### src/rtl/core/epbg_pkg.sv
// Shared types and constants of the entropy pool byte generator.
package epbg_pkg;

    // Command selector carried on the input tuser
    typedef enum logic [1:0] {
        CMD_SEED = 2'd0,
        CMD_FILL = 2'd1,
        CMD_GET  = 2'd2,
        CMD_ADD  = 2'd3
    } cmd_t;

    // Generator step constants
    localparam logic [63:0] GEN_RESET = 64'h1234_5678_9ABC_DEF0;
    localparam logic [30:0] GEN_MUL   = 31'd1103515245;
    localparam logic [63:0] GEN_ADD   = 64'd12345;
    localparam int          GEN_ROT   = 13;

    // Call position wraps at this width on get
    localparam int GET_POS_W = 13;

    localparam int POOL_DEPTH_DEFAULT = 4096;

    // Beat layouts
    localparam int IN_TDATA_W  = 200;
    localparam int IN_TUSER_W  = 3;
    localparam int OUT_TDATA_W = 72;

    // Generator control from the sequencer
    typedef struct packed {
        logic        load;
        logic        step;
        logic [63:0] seed;
        logic [63:0] tick;
    } gen_ctl_t;

endpackage

### src/rtl/core/epbg_out_buf.sv
// Two-entry result buffer driving the master-side stream.
module epbg_out_buf (
    input  logic                               clk,
    input  logic                               rst_n,
    input  logic                               push,
    input  logic [epbg_pkg::OUT_TDATA_W-1:0]   push_data,
    output logic                               full,
    output logic                               tvalid,
    input  logic                               tready,
    output logic [epbg_pkg::OUT_TDATA_W-1:0]   tdata
);

    logic [1:0]                           count_reg;
    logic [1:0]                           count_next;
    logic [epbg_pkg::OUT_TDATA_W-1:0]     slot0_reg;
    logic [epbg_pkg::OUT_TDATA_W-1:0]     slot0_next;
    logic [epbg_pkg::OUT_TDATA_W-1:0]     slot1_reg;
    logic [epbg_pkg::OUT_TDATA_W-1:0]     slot1_next;
    logic                                 pop;

    assign pop    = tvalid && tready;
    assign tvalid = (count_reg != 2'd0);
    assign full   = (count_reg == 2'd2);
    assign tdata  = slot0_reg;

    always_comb
    begin
        count_next = count_reg;
        slot0_next = slot0_reg;
        slot1_next = slot1_reg;
        if (push && !pop)
        begin
            if (count_reg == 2'd0)
            begin
                slot0_next = push_data;
            end
            else
            begin
                slot1_next = push_data;
            end
            count_next = count_reg + 2'd1;
        end
        else if (pop && !push)
        begin
            slot0_next = slot1_reg;
            count_next = count_reg - 2'd1;
        end
        else if (pop && push)
        begin
            if (count_reg == 2'd1)
            begin
                slot0_next = push_data;
            end
            else
            begin
                slot0_next = slot1_reg;
                slot1_next = push_data;
            end
        end
    end

    always_ff @(posedge clk or negedge rst_n)
    begin
        if (!rst_n)
        begin
            count_reg <= 2'd0;
        end
        else
        begin
            count_reg <= count_next;
        end
    end

    always_ff @(posedge clk)
    begin
        slot0_reg <= slot0_next;
        slot1_reg <= slot1_next;
    end

endmodule

### config.mk
export PLATFORM = sky130hd
export DESIGN_NAME = epbg_out_buf
export DESIGN_NICKNAME = d
export VERILOG_FILES = /design/src/rtl/core/epbg_pkg.sv /design/src/rtl/core/epbg_out_buf.sv
export SDC_FILE = /design/constraint.sdc
export NUM_CORES = 1
export LEC_CHECK = 0
export CORE_MARGIN = 2
export CORE_UTILIZATION = 41
export CTS_CLUSTER_DIAMETER = 150
export CTS_CLUSTER_SIZE = 24
export DETAILED_ROUTE_END_ITERATION = 16
export DONT_BUFFER_PORTS = 1
export PLACE_DENSITY = 0.67
export SYNTH_ARGS = -nofsm -noshare
export SYNTH_HDL_FRONTEND = slang
export SYNTH_SLANG_ARGS = --single-unit
### constraint.sdc
create_clock -name clk -period 16.7 [get_ports clk]
set_input_delay 3.34 -clock clk [delete_from_list [all_inputs] [get_ports clk]]
set_output_delay 3.34 -clock clk [all_outputs]
set_load 0.1 [all_outputs]
* After elaboration in Yosys (flattened, before gate mapping) *
Index checks and enable logic that the tools add are counted.

word-level totals
  flip-flop bits (word level) = 146
  output and inout port bits = 74
  word-level logic and storage cells = 36

operators by class
  add/subtract/negate cells = 2
  eq/ne operators = 6
  multiplexer cells = 12
  reduce and logical (&&, ||, !) cells = 13

operators with widths
  cell                 number
  $mux 72              10
  $ne 2x2->1 const B   3
  $reduce_bool 2->1    3
  $logic_and 1x1->1    4
  $mux 2               2
  $reduce_and 4->1     1
  $reduce_bool 3->1    1
  $add 2x1->2 const B  1
  $eq 2x1->1 const B   1
  $eq 2x2->1 const B   1
  $logic_not 1->1      2
  $logic_not 2->1      1
  $ne 2x1->1 const B   1
  $reduce_and 2->1     1
  $sub 2x1->2 const B  1

* Longest topological paths before layout *
  depth in word-level cells = 6
  mapped depth = 7
  mapped depth without buffers = 5

* Worst setup path before layout *
Ideal clock, no wire load.

  path kind = in2reg
  start = input port tready
  end = register slot1_reg[0] (netlist name) (enable)
  library setup time = 609 ps
  arrival time = 9128 ps
  slack = 6963 ps
  stages on the path = 4
  path buffers = 2
  cells stage by stage = nor2b_1 > buf_2 > clkbuf_1 > a211oi_1

between the ends
  word-level cells in the longest chain between the ends = 5
  elaborated cells between the ends (all ways) = 10
  those cells by class = eq/ne: 3; reduce/logical: 7

RTL lines
  what                                                                     RTL line            text
  start: declaration                                                       epbg_out_buf.sv:9   input logic tready,
  $logic_and 1x1->1 *                                                      epbg_out_buf.sv:21  assign pop = tvalid && tready;
  $logic_not 1->1                                                          epbg_out_buf.sv:31  if (push && !pop)
  $logic_and 1x1->1                                                        epbg_out_buf.sv:31
  $ne 2x2->1 (no source line) / $reduce_bool 2->1 (equally long branches)  --
  $reduce_and 4->1 (no source line) *                                      --
  end signal: assignment                                                   epbg_out_buf.sv:77  slot1_reg <= slot1_next;
  end: declaration                                                         epbg_out_buf.sv:17  logic [epbg_pkg::OUT_TDATA_W-1:0] slot1_reg;

Mark *: on every way between the ends. The rest lies on a longest branch, timed or not.
A chain may end at the register's enable or synchronous reset.

* Worst setup path in the final report *
  start = register count_reg[0]
  end = output port tvalid

between the ends
  word-level cells in the longest chain between the ends = 1

RTL lines
  what                      RTL line            text
  start: declaration        epbg_out_buf.sv:13  logic [1:0] count_reg;
  start signal: assignment  epbg_out_buf.sv:70  count_reg <= count_next;
  $reduce_bool 2->1         epbg_out_buf.sv:22  assign tvalid = (count_reg != 2'd0);
  end: declaration          epbg_out_buf.sv:8   output logic tvalid,

Every way passes these cells.

==> results.yml <==
placed_design:
  finalWeightedCongestion: 0.7160
  io_buffers: 0
  hpwl_mm: 8.451
route:
  final_antenna_net_count: 0
  drcViolationCount: 0
  num_vias: 4336
  post_drt_wl_per_cell_um: 19.21
  wl_mm: 15.06
  drt-initial-drc-count: 341
  viasPerCell: 5.531
  firstDrtPassIters: 4
clock_network:
  cts_hold_buf: 0
  insertion_delay_ns: 0.41
  cts-root-buf: "clkbuf_16"
  cts_setup_buffers: 0
  clockBufferDepth: 2
  cts_buffers: 17
  path_clk_slew_ns: 0.06
  cts_resized: 0
  cts_tree: "yes"
  h-tree-depth: 4
  cts.sinks: 146
grt:
  grt_use_met2_pct: 26.61
  use_met1_pct: 22.81
  grt_most_used_layer: "met2"
  track_usage_pct: 17.43
  grt_start_max_net_pins: 75
  grt_pass1_vias: 4255
  overflow: 0
  antenna_found_initial: 0
  grt_pass1_wl_mm: 23.69
  use_met3_pct: 6.574
synthesis:
  yosysWarnings: 0
  synth.avg_cell_area_sq_um: 11.59
  synth_most_common_cell: "nand2_1"
  syn_inst: 578
  syn_area_sq_mm: 0.006696
  ys_ff_latch: 146
  async_reset_ff_share_pct: 1.370
  synth_edf_count: 144
  yosys.area.top_type: "edfxtp_1"
  synth_common_cells: "nand2_1, edfxtp_1, nor2b_1, o21ai_0, o211ai_1"
  synth.distinct_cells: 21
  syn-num-nets: 658
  ys_seq_area_share_pct: 65.32
  synth_top_area_share_pct: 64.57
  ys.flop_type: "edfxtp_1"
  yosys-top-cells-area: "edfxtp_1, nand2_1, o211ai_1, nor2b_1, o21ai_0"
critical_path:
  r2r_cells: 6
  worstReg2RegEnd: "slot1_reg[69]"
  reg2reg_setup_slack_ns: 14.16
  cp_top_family: "buffers and inverters"
  crit_type: "reg2out"
  start_kind: "flop"
  worst-path-buf-inv: 2
  rr_startpoint: "count_reg[1]"
  required_ns: 13.36
  crit_arrival_ns: 1.93
  slowest_delay_ns: 0.64
  worstSetupStartpoint: "count_reg[0]"
  end_kind: "output pin"
  critPathMaxFanout: 5
  crit_top_cell: "inv_1"
  slowest_stage: "inv_1"
  crit_path_cell_trace: "inv_1 -> ha_1 -> inv_1"
sta:
  relSlewSlack_pct: 19.73
  min_period_ns: 5.269
  setup_viol: 0
  worstMarginPinSlew_ns: 1.202
  clock_skew_ns: 0.009641
  tns_ns: 0
  finalHoldViolCount: 0
  fmax_mhz: 189.8
  period_share_pct: 31.55
  drv_slew: 0
  rsz0062_at_grt: "no"
worst_hold_path:
  hp-class: "reg2reg"
  hold_path_startpoint: "slot1_reg[11]"
  hold_path_depth: 2
  min_to: "tdata[11]"
final_layout:
  nets: 635
  drive_above_1_share_pct: 7.570
  area_delta_synth_final_pct: 9.305
  antenna_cells: 0
  nFillCells: 1431
outcome:
  status: "completed"
floorplan:
  placementRows: 46
  dieHeight_um: 131.8
  dieArea_sq_mm: 0.01737
  start_util_pct: 42.00
  fp.dieW_um: 131.8
  coreArea_sq_mm: 0.01594
  ios: 150
flow_run:
  cap_violations: 0
## placed cells by master (no fill, tap or decap)
master,n
nand2b_1,1
inv_1,3
clkbuf_16,17
dfrtp_1,2
clkinv_1,1
nor2_1,1
a21oi_1,3
clkinv_2,4
nand2_4,1
ha_4,1
a211oi_4,1
clkbuf_1,2
o211ai_1,72
edfxtp_1,144
nor2b_4,1
clkinv_4,1
buf_4,6
ha_1,3
clkinvlp_4,5
nor3b_2,1
inv_2,1
or3b_4,1
o21ai_0,73
o32ai_1,1
nor2b_1,72
nand2_1,146
xnor2_1,1
inv_6,2
a21oi_4,1
## worst register-to-register path: stages (launching register included)
cell	delay, ns
dfrtp_1	0.42
inv_1	0.16
ha_1	0.27
nor2b_4	0.05
buf_4	0.30
a211oi_4	0.43
buf_4	0.52
## final cells by class
cell class	count	area, sq um	share of cell area, %
Clock buffer	19	432.9	5.915
Clock inverter	13	87.58	1.197
Inverter	4	15.01	0.2051
Multi-Input combinational cell	380	2095	28.62
Sequential cell	146	4374	59.76
Tap cell	216	270.3	3.692
Timing Repair Buffer	6	45.04	0.6154
## cell families (layout without fill, tap and decap cells)
family | Yosys count | after routing | share of synthesized area, %
xor+xnor | 1 | 1 | 0.1308
simple gates | 224 | 224 | 15.45
compound gates | 151 | 151 | 14.13
buf+inv | 52 | 42 | 4.223
flops | 146 | 146 | 65.32
fa+ha+maj | 4 | 4 | 0.7474
## how the worst max path moves through the flow
| stage | end | slack, ns | cells after the start |
|---|---|---|---|
| global route | tvalid | 11.36 | 3 |
| finish | tvalid | 11.43 | 3 |
| detailed placement | slot1_reg[15] | 11.60 | 3 |
| CTS | tvalid | 11.42 | 3 |
| floorplan | slot1_reg[0] | 6.96 | 4 |
| global placement | slot1_reg[15] | 11.69 | 4 |
## through the flow
step / instances / hold slack, ns / instance area [sq um] / worst slack, ns / utilization, %
global placement: 752 / 0.5381 / 6799 / 11.69 / 42.65
CTS: 784 / 0.5736 / 7320 / 11.42 / 45.91
global route: 784 / 0.5909 / 7320 / 11.36 / 45.91
detailed placement: 752 / 0.5606 / 6799 / 11.60 / 42.65
floorplan: 578 / 0.4733 / 6696 / 6.963 / -
finish: 784 / 0.5722 / 7320 / 11.43 / 45.91
## per-layer routing
metal  up-vias  share of wire [%]
met5         -                  0
met4         0                1.7
met3        18                7.5
met2       171                 48
met1      2116                 43
li1       2031                  -
Power is not shown: default switching activity piles up to over one toggle a cycle in this logic, so the estimate is an artifact.
