$ cat src/rtl/core/epbg_pkg.sv
// Shared types and constants of the entropy pool byte generator.
package epbg_pkg;

    // Command selector carried on the input tuser
    typedef enum logic [1:0] {
        CMD_SEED = 2'd0,
        CMD_FILL = 2'd1,
        CMD_GET  = 2'd2,
        CMD_ADD  = 2'd3
    } cmd_t;

    // Generator step constants
    localparam logic [63:0] GEN_RESET = 64'h1234_5678_9ABC_DEF0;
    localparam logic [30:0] GEN_MUL   = 31'd1103515245;
    localparam logic [63:0] GEN_ADD   = 64'd12345;
    localparam int          GEN_ROT   = 13;

    // Call position wraps at this width on get
    localparam int GET_POS_W = 13;

    localparam int POOL_DEPTH_DEFAULT = 4096;

    // Beat layouts
    localparam int IN_TDATA_W  = 200;
    localparam int IN_TUSER_W  = 3;
    localparam int OUT_TDATA_W = 72;

    // Generator control from the sequencer
    typedef struct packed {
        logic        load;
        logic        step;
        logic [63:0] seed;
        logic [63:0] tick;
    } gen_ctl_t;

endpackage

$ cat src/rtl/core/epbg_gen.sv
// Two-stage 64-bit multiply-add-xor-rotate generator holding its own state.
module epbg_gen (
    input  logic               clk,
    input  logic               rst_n,
    input  epbg_pkg::gen_ctl_t ctl,
    output logic [63:0]        value
);

    logic [63:0] state_reg;
    logic [63:0] state_next;
    logic [62:0] prod_lo_reg;
    logic [62:0] prod_lo_next;
    logic [31:0] prod_hi_reg;
    logic [31:0] prod_hi_next;
    logic [63:0] sum;
    logic [63:0] mixed;

    // Split the 64x31 product over the two 32-bit halves of the state; only the low word of the
    // upper partial product survives the 64-bit wrap.
    always_comb
    begin
        prod_lo_next = 63'(state_reg[31:0]) * 63'(epbg_pkg::GEN_MUL);
        prod_hi_next = state_reg[63:32] * 32'(epbg_pkg::GEN_MUL);
    end

    always_ff @(posedge clk)
    begin
        prod_lo_reg <= prod_lo_next;
        prod_hi_reg <= prod_hi_next;
    end

    always_comb
    begin
        sum   = {prod_hi_reg, 32'd0} + 64'(prod_lo_reg) + epbg_pkg::GEN_ADD;
        mixed = sum ^ ctl.tick;
        value = {mixed[63-epbg_pkg::GEN_ROT:0], mixed[63:64-epbg_pkg::GEN_ROT]};
    end

    always_comb
    begin
        state_next = state_reg;
        if (ctl.load)
        begin
            state_next = ctl.seed;
        end
        else if (ctl.step)
        begin
            state_next = value;
        end
    end

    always_ff @(posedge clk or negedge rst_n)
    begin
        if (!rst_n)
        begin
            state_reg <= epbg_pkg::GEN_RESET;
        end
        else
        begin
            state_reg <= state_next;
        end
    end

endmodule

$ cat config.mk
export PLATFORM = sky130hd
export DESIGN_NAME = epbg_gen
export DESIGN_NICKNAME = d
export VERILOG_FILES = /design/src/rtl/core/epbg_pkg.sv /design/src/rtl/core/epbg_gen.sv
export SDC_FILE = /design/constraint.sdc
export NUM_CORES = 2
export LEC_CHECK = 0
export BUFFER_PORTS_ARGS = -buffer_cell sky130_fd_sc_hd__buf_2
export CORE_MARGIN = 2
export CORE_UTILIZATION = 30
export DETAILED_ROUTE_END_ITERATION = 6
export SYNTH_ARGS = -nofsm -noshare
export SYNTH_HDL_FRONTEND = slang
export SYNTH_SLANG_ARGS = --single-unit
export TNS_END_PERCENT = 100
$ cat constraint.sdc
create_clock -name clk -period 8.4 [get_ports clk]
set_input_delay 0.84 -clock clk [delete_from_list [all_inputs] [get_ports clk]]
set_output_delay 0.84 -clock clk [all_outputs]
set_load 0.05 [all_outputs]
### Word level (Yosys, flattened, before mapping)

Cells that the tools add are included.

* add/subtract/negate cells: 2
* multiply operators: 2
* mux-type cells: 2
* bitwise gates (word level): 1
* reductions and logical operators: 1

Operators by type and width (number)
* 64-bit 2-to-1 mux: 2
* 64-bit by 14-bit adder with 64-bit output, second input constant: 1
* 64-bit by 63-bit adder with 64-bit output: 1
* 64-bit XOR: 1
* 32-bit by 31-bit multiplier with 63-bit output, second input constant: 1
* 32-bit by 31-bit multiplier with 32-bit output, second input constant: 1
* 2-bit nonzero test: 1

* flip-flop bits (word level): 159

### Logic depth before layout (Yosys ltp)

* depth after elaboration: 5
* depth in mapped cells: 28
* mapped depth without buffers: 27

### Worst setup path before layout

No wires, ideal clock.

* path kind: flip-flop to flip-flop
* start point: register state_reg[7]
* end point: register prod_lo_reg[61]
* setup time: 0.060 ns
* arrival time: 7.345 ns
* data required time: 8.340 ns
* path slack: 0.995 ns
* cell stages (with the launch flop): 28
* path buffers: 0
* clock period less this slack: 7.405 ns
* cell sequence: dfstp_2 -> ha_1 -> xor2_1 -> ha_1 -> or2_2 -> fa_1 -> inv_1 -> fa_1 -> inv_1 -> fa_1 -> inv_1 -> fa_1 -> inv_1 -> fa_1 -> inv_1 -> fa_1 -> inv_1 -> ha_1 -> and4_1 -> and4_1 -> a22o_1 -> o311ai_4 -> a21boi_2 -> o41ai_4 -> o31ai_1 -> a311o_1 -> nor4b_2 -> a311o_1

* cells in the longest elaborated chain, start to end: 1

Ends and longest elaborated chain
* start, declared: RTL line epbg_gen.sv:9 `logic [63:0] state_reg;`
* start signal, assigned: RTL line epbg_gen.sv:56 `state_reg <= epbg_pkg::GEN_RESET;`
* start signal, assigned: RTL line epbg_gen.sv:60 `state_reg <= state_next;`
* 32-bit by 31-bit multiplier with 63-bit output: RTL line epbg_gen.sv:22 `prod_lo_next = 63'(state_reg[31:0]) * 63'(epbg_pkg::GEN_MUL);`
* via prod_lo_next[61]: RTL line epbg_gen.sv:12 `logic [62:0] prod_lo_next;`
* end signal, assigned: RTL line epbg_gen.sv:28 `prod_lo_reg <= prod_lo_next;`
* end, declared: RTL line epbg_gen.sv:11 `logic [62:0] prod_lo_reg;`

The timed path passes the listed nets, and every way through them passes these cells.
A chain may end at the register's enable or synchronous reset.

### Worst setup path in the final report

* start point: register state_reg[10]
* end point: register prod_lo_reg[61]

Same word-level chain as after synthesis.

==> impl_metrics.toml <==
[clock_tree]
gates_resized_cts_repair = 0
cts_inserted_buffers = 17
tritoncts_clock_tree = "yes"
cts_root_buffer = "sky130_fd_sc_hd__clkbuf_16"
cts-root-to-sink-buffers = 2
clock_sinks = 159
worst_setup_hold_path_clk_slew_ns = 0.08
worstSkewPairLatency_ns = 0.50
cts-htree-levels = 4

[worst_setup_path]
crit-reg2reg-launch = "state_reg[10]$_DFFE_PN1P_"
timing.critical_path.from_type = "flop"
critical_path.reg2reg.endpoint = "prod_lo_reg[61]$_DFF_P_"
ff2ff_path_depth = 25
reg2reg_setup_slack_ns = 0.34
crit_path_max_fanout = 10
critical_path.endpoint_type = "flop"
timing.critical_path.required_ns = 8.84
critical_path_arrival_ns = 8.51
timing.setup.critical_path_class = "reg2reg"

[floorplan]
die_area_sq_um = 111000
boundaryPins = 196
die_width_um = 333
floorplan.initialDensity = 0.303
core_area_sq_um = 107000
die_h_um = 333
placement_rows = 120

[placed_design]
port_buffers = 195
place.detailed.hpwl_mm = 94.4
last_weighted_congestion_value_of_the_routability_driven_placer = 0.938
dp_worst_setup_slack_ns = 0.350

[detailed_routing]
route.detailed.drc = 0
dr.first_iter.drc_count = 1711
antenna_left = 0
routed_wl_mm = 106
avgRoutedWirePerCell_um = 21.5
drt-pass1-iter-count = 5
dr_total_vias = 23300
vias_per_cell = 4.73

[cells_and_area]
max_reg_flops = 64
layout.cells.most_common = "sky130_fd_sc_hd__inv_1"
drive_above_1_share = 0.0907
area.growth.synth_to_final_pct = 10.8
utilization = 0.335
layout.cells.most_common_list = "sky130_fd_sc_hd__inv_1 (834), sky130_fd_sc_hd__ha_1 (585), sky130_fd_sc_hd__fa_1 (537)"
fill_cells = 11100
final_nets = 4758

[timing]
timing_hold_violations_final = 0
fin_ws_ns = 0.337
final_period_minus_worst_setup_slack_ns = 8.06
report.final.slew_viol_count = 0
timing.slew.headroom = 0.253
fmax_mhz = 124
fin_setup_tns_ns = 0
tightestPinTransition_ns = 1.11
finClkSkew_ns = 0.0183
rsz0062_at_grt = "false"
setup-violations-final = 0
final.period_utilization = 0.960

[synthesis]
synth_flop_cell = "sky130_fd_sc_hd__dfxtp_1"
yosysTopAreaCellShare = 0.332
number_of_enable_flip_flop_cells_after_synthesis = 0
yosysWarnings = 0
syn_area_per_cell_sq_um = 9.84
ys_types = 70
yosys-top-cells-area = "sky130_fd_sc_hd__fa_1 (33%), sky130_fd_sc_hd__ha_1 (23%), sky130_fd_sc_hd__inv_1 (9.7%)"
syn_nets = 4547
synthArstFlopShare = 0.403
synth_area_sq_um = 32400
number_of_cells_produced_by_synthesis = 3293
dominant_cell_type_by_area_after_synthesis = "sky130_fd_sc_hd__fa_1"
postSynthRegisterBits = 159
sequential_element_share_of_the_synthesized_area = 0.109

[global_routing]
grt_pass1_vias = 24400
antenna_found_initial = 4
gr-total-overflow = 0
first_pass_grt_wire_length_mm = 159
grt_use_total = 0.195
pin_count_of_the_biggest_net_entering_global_routing = 49

[outcome]
run_status = "complete, no violations"

[job]
drv_cap = 0

[worst_hold_path]
timing.hold.worst.class = "in2async"
==> cells in the mapped netlist (4+ instances only) <==
cell type,number
sky130_fd_sc_hd__buf_1,6
sky130_fd_sc_hd__and2_1,20
sky130_fd_sc_hd__o31ai_1,8
sky130_fd_sc_hd__a221o_1,8
sky130_fd_sc_hd__or2_2,11
sky130_fd_sc_hd__or3_1,6
sky130_fd_sc_hd__inv_1,834
sky130_fd_sc_hd__a21o_1,64
sky130_fd_sc_hd__nor3_1,20
sky130_fd_sc_hd__o2111ai_1,4
sky130_fd_sc_hd__a31oi_1,10
sky130_fd_sc_hd__nand2b_1,8
sky130_fd_sc_hd__mux2i_1,62
sky130_fd_sc_hd__nand4_1,18
sky130_fd_sc_hd__clkbuf_1,31
sky130_fd_sc_hd__o21ai_1,10
sky130_fd_sc_hd__dfstp_2,32
sky130_fd_sc_hd__o21bai_1,27
sky130_fd_sc_hd__nor2b_1,10
sky130_fd_sc_hd__nand2_1,152
sky130_fd_sc_hd__dfxtp_1,95
sky130_fd_sc_hd__ha_1,585
sky130_fd_sc_hd__and3_1,15
sky130_fd_sc_hd__o211ai_1,9
sky130_fd_sc_hd__o21a_1,13
sky130_fd_sc_hd__xor2_1,74
sky130_fd_sc_hd__fa_1,537
sky130_fd_sc_hd__and4_1,5
sky130_fd_sc_hd__nor2_1,82
sky130_fd_sc_hd__a221oi_1,5
sky130_fd_sc_hd__a21oi_1,115
sky130_fd_sc_hd__nand3_1,34
sky130_fd_sc_hd__dfrtp_1,32
sky130_fd_sc_hd__nand3b_1,4
sky130_fd_sc_hd__a211oi_1,12
sky130_fd_sc_hd__o21ai_0,99
sky130_fd_sc_hd__xnor2_1,180
==> critical path, cell delays in order (launching register included) <==
cell                        delay, ns
sky130_fd_sc_hd__dfstp_2         0.71
sky130_fd_sc_hd__ha_1            0.33
sky130_fd_sc_hd__xor2_1          0.20
sky130_fd_sc_hd__ha_1            0.19
sky130_fd_sc_hd__or2_2           0.30
sky130_fd_sc_hd__fa_1            0.55
sky130_fd_sc_hd__inv_1           0.06
sky130_fd_sc_hd__fa_1            0.47
sky130_fd_sc_hd__inv_1           0.05
sky130_fd_sc_hd__fa_1            0.48
sky130_fd_sc_hd__fa_1            0.47
sky130_fd_sc_hd__fa_1            0.52
sky130_fd_sc_hd__inv_1           0.05
sky130_fd_sc_hd__fa_1            0.48
sky130_fd_sc_hd__inv_1           0.05
sky130_fd_sc_hd__ha_1            0.36
sky130_fd_sc_hd__a2111oi_0       0.37
sky130_fd_sc_hd__o21ai_0         0.16
sky130_fd_sc_hd__o21a_1          0.19
sky130_fd_sc_hd__o311ai_4        0.36
sky130_fd_sc_hd__a21boi_2        0.14
sky130_fd_sc_hd__o41ai_4         0.50
sky130_fd_sc_hd__o31ai_1         0.22
sky130_fd_sc_hd__a311o_1         0.43
sky130_fd_sc_hd__nor4b_2         0.24
sky130_fd_sc_hd__a311o_1         0.13
==> layout make-up <==
cell class	count	area, sq um	area share
clock inverter	15	201	0.00561
multi-input combinational	2259	25600	0.712
clock buffer	17	425	0.0119
inverter	834	3130	0.0872
timing repair buffer	233	1270	0.0353
antenna	3	7.51	0.000209
sequential	159	3540	0.0987
tap	1403	1760	0.0489
==> routing by layer <==
metal | vias up | track usage | part of all wire
met1 | 11600 | 0.275 | 0.47
met3 | 80 | 0.0311 | 0.062
met2 | 710 | 0.316 | 0.45
met4 | 2 | 0.0394 | 0.018
li1 | 10900 | - | -
met5 | - | 0 | 0.00019
==> kinds of logic (layout without fill, tap and decap cells) <==
group,after synthesis,count (layout),share of synthesized area
DFF,159,159,0.109
xor gates and xnor gates,254,254,0.0686
other,0,3,0
and+or+nand+nor,395,395,0.0574
buffers and inverters,875,1099,0.102
muxes,62,62,0.0191
adders and majority gates,1122,1122,0.557
AOI/OAI and AO/OA,426,426,0.0861
==> per-stage QoR <==
stage / cells / instance area, sq um / hold slack (ns)
after global placement: 4885 / 35200 / 0.581
after detailed placement: 4885 / 35200 / 0.589
after CTS: 4917 / 35900 / 0.241
after global routing: 4920 / 35900 / 0.259
final: 4923 / 35900 / 0.241
after floorplan: 3293 / 32400 / 0.461
==> worst max path at each step <==
| stage | startpoint | endpoint | slack (ns) | cells after the start |
|---|---|---|---|---|
| floorplan | state_reg[7]$_DFFE_PN1P_ | prod_lo_reg[61]$_DFF_P_ | 0.99 | 27 |
| global placement | state_reg[6]$_DFFE_PN1P_ | prod_lo_reg[61]$_DFF_P_ | 0.37 | 27 |
| detailed placement | state_reg[6]$_DFFE_PN1P_ | prod_lo_reg[61]$_DFF_P_ | 0.35 | 27 |
| CTS | state_reg[6]$_DFFE_PN1P_ | prod_lo_reg[61]$_DFF_P_ | 0.34 | 27 |
| global route | state_reg[10]$_DFFE_PN1P_ | prod_lo_reg[61]$_DFF_P_ | 0.07 | 25 |
| finish | state_reg[10]$_DFFE_PN1P_ | prod_lo_reg[61]$_DFF_P_ | 0.34 | 25 |
==> repair_timing <==
action / 4_1_cts / 5_1_grt
setup buffers: 0 / 3
hold buffers: 0 / 0
setup endpoints to repair: 0 / 1
Power is not shown: default switching activity piles up to over one toggle a cycle in this logic, so the estimate is an artifact.
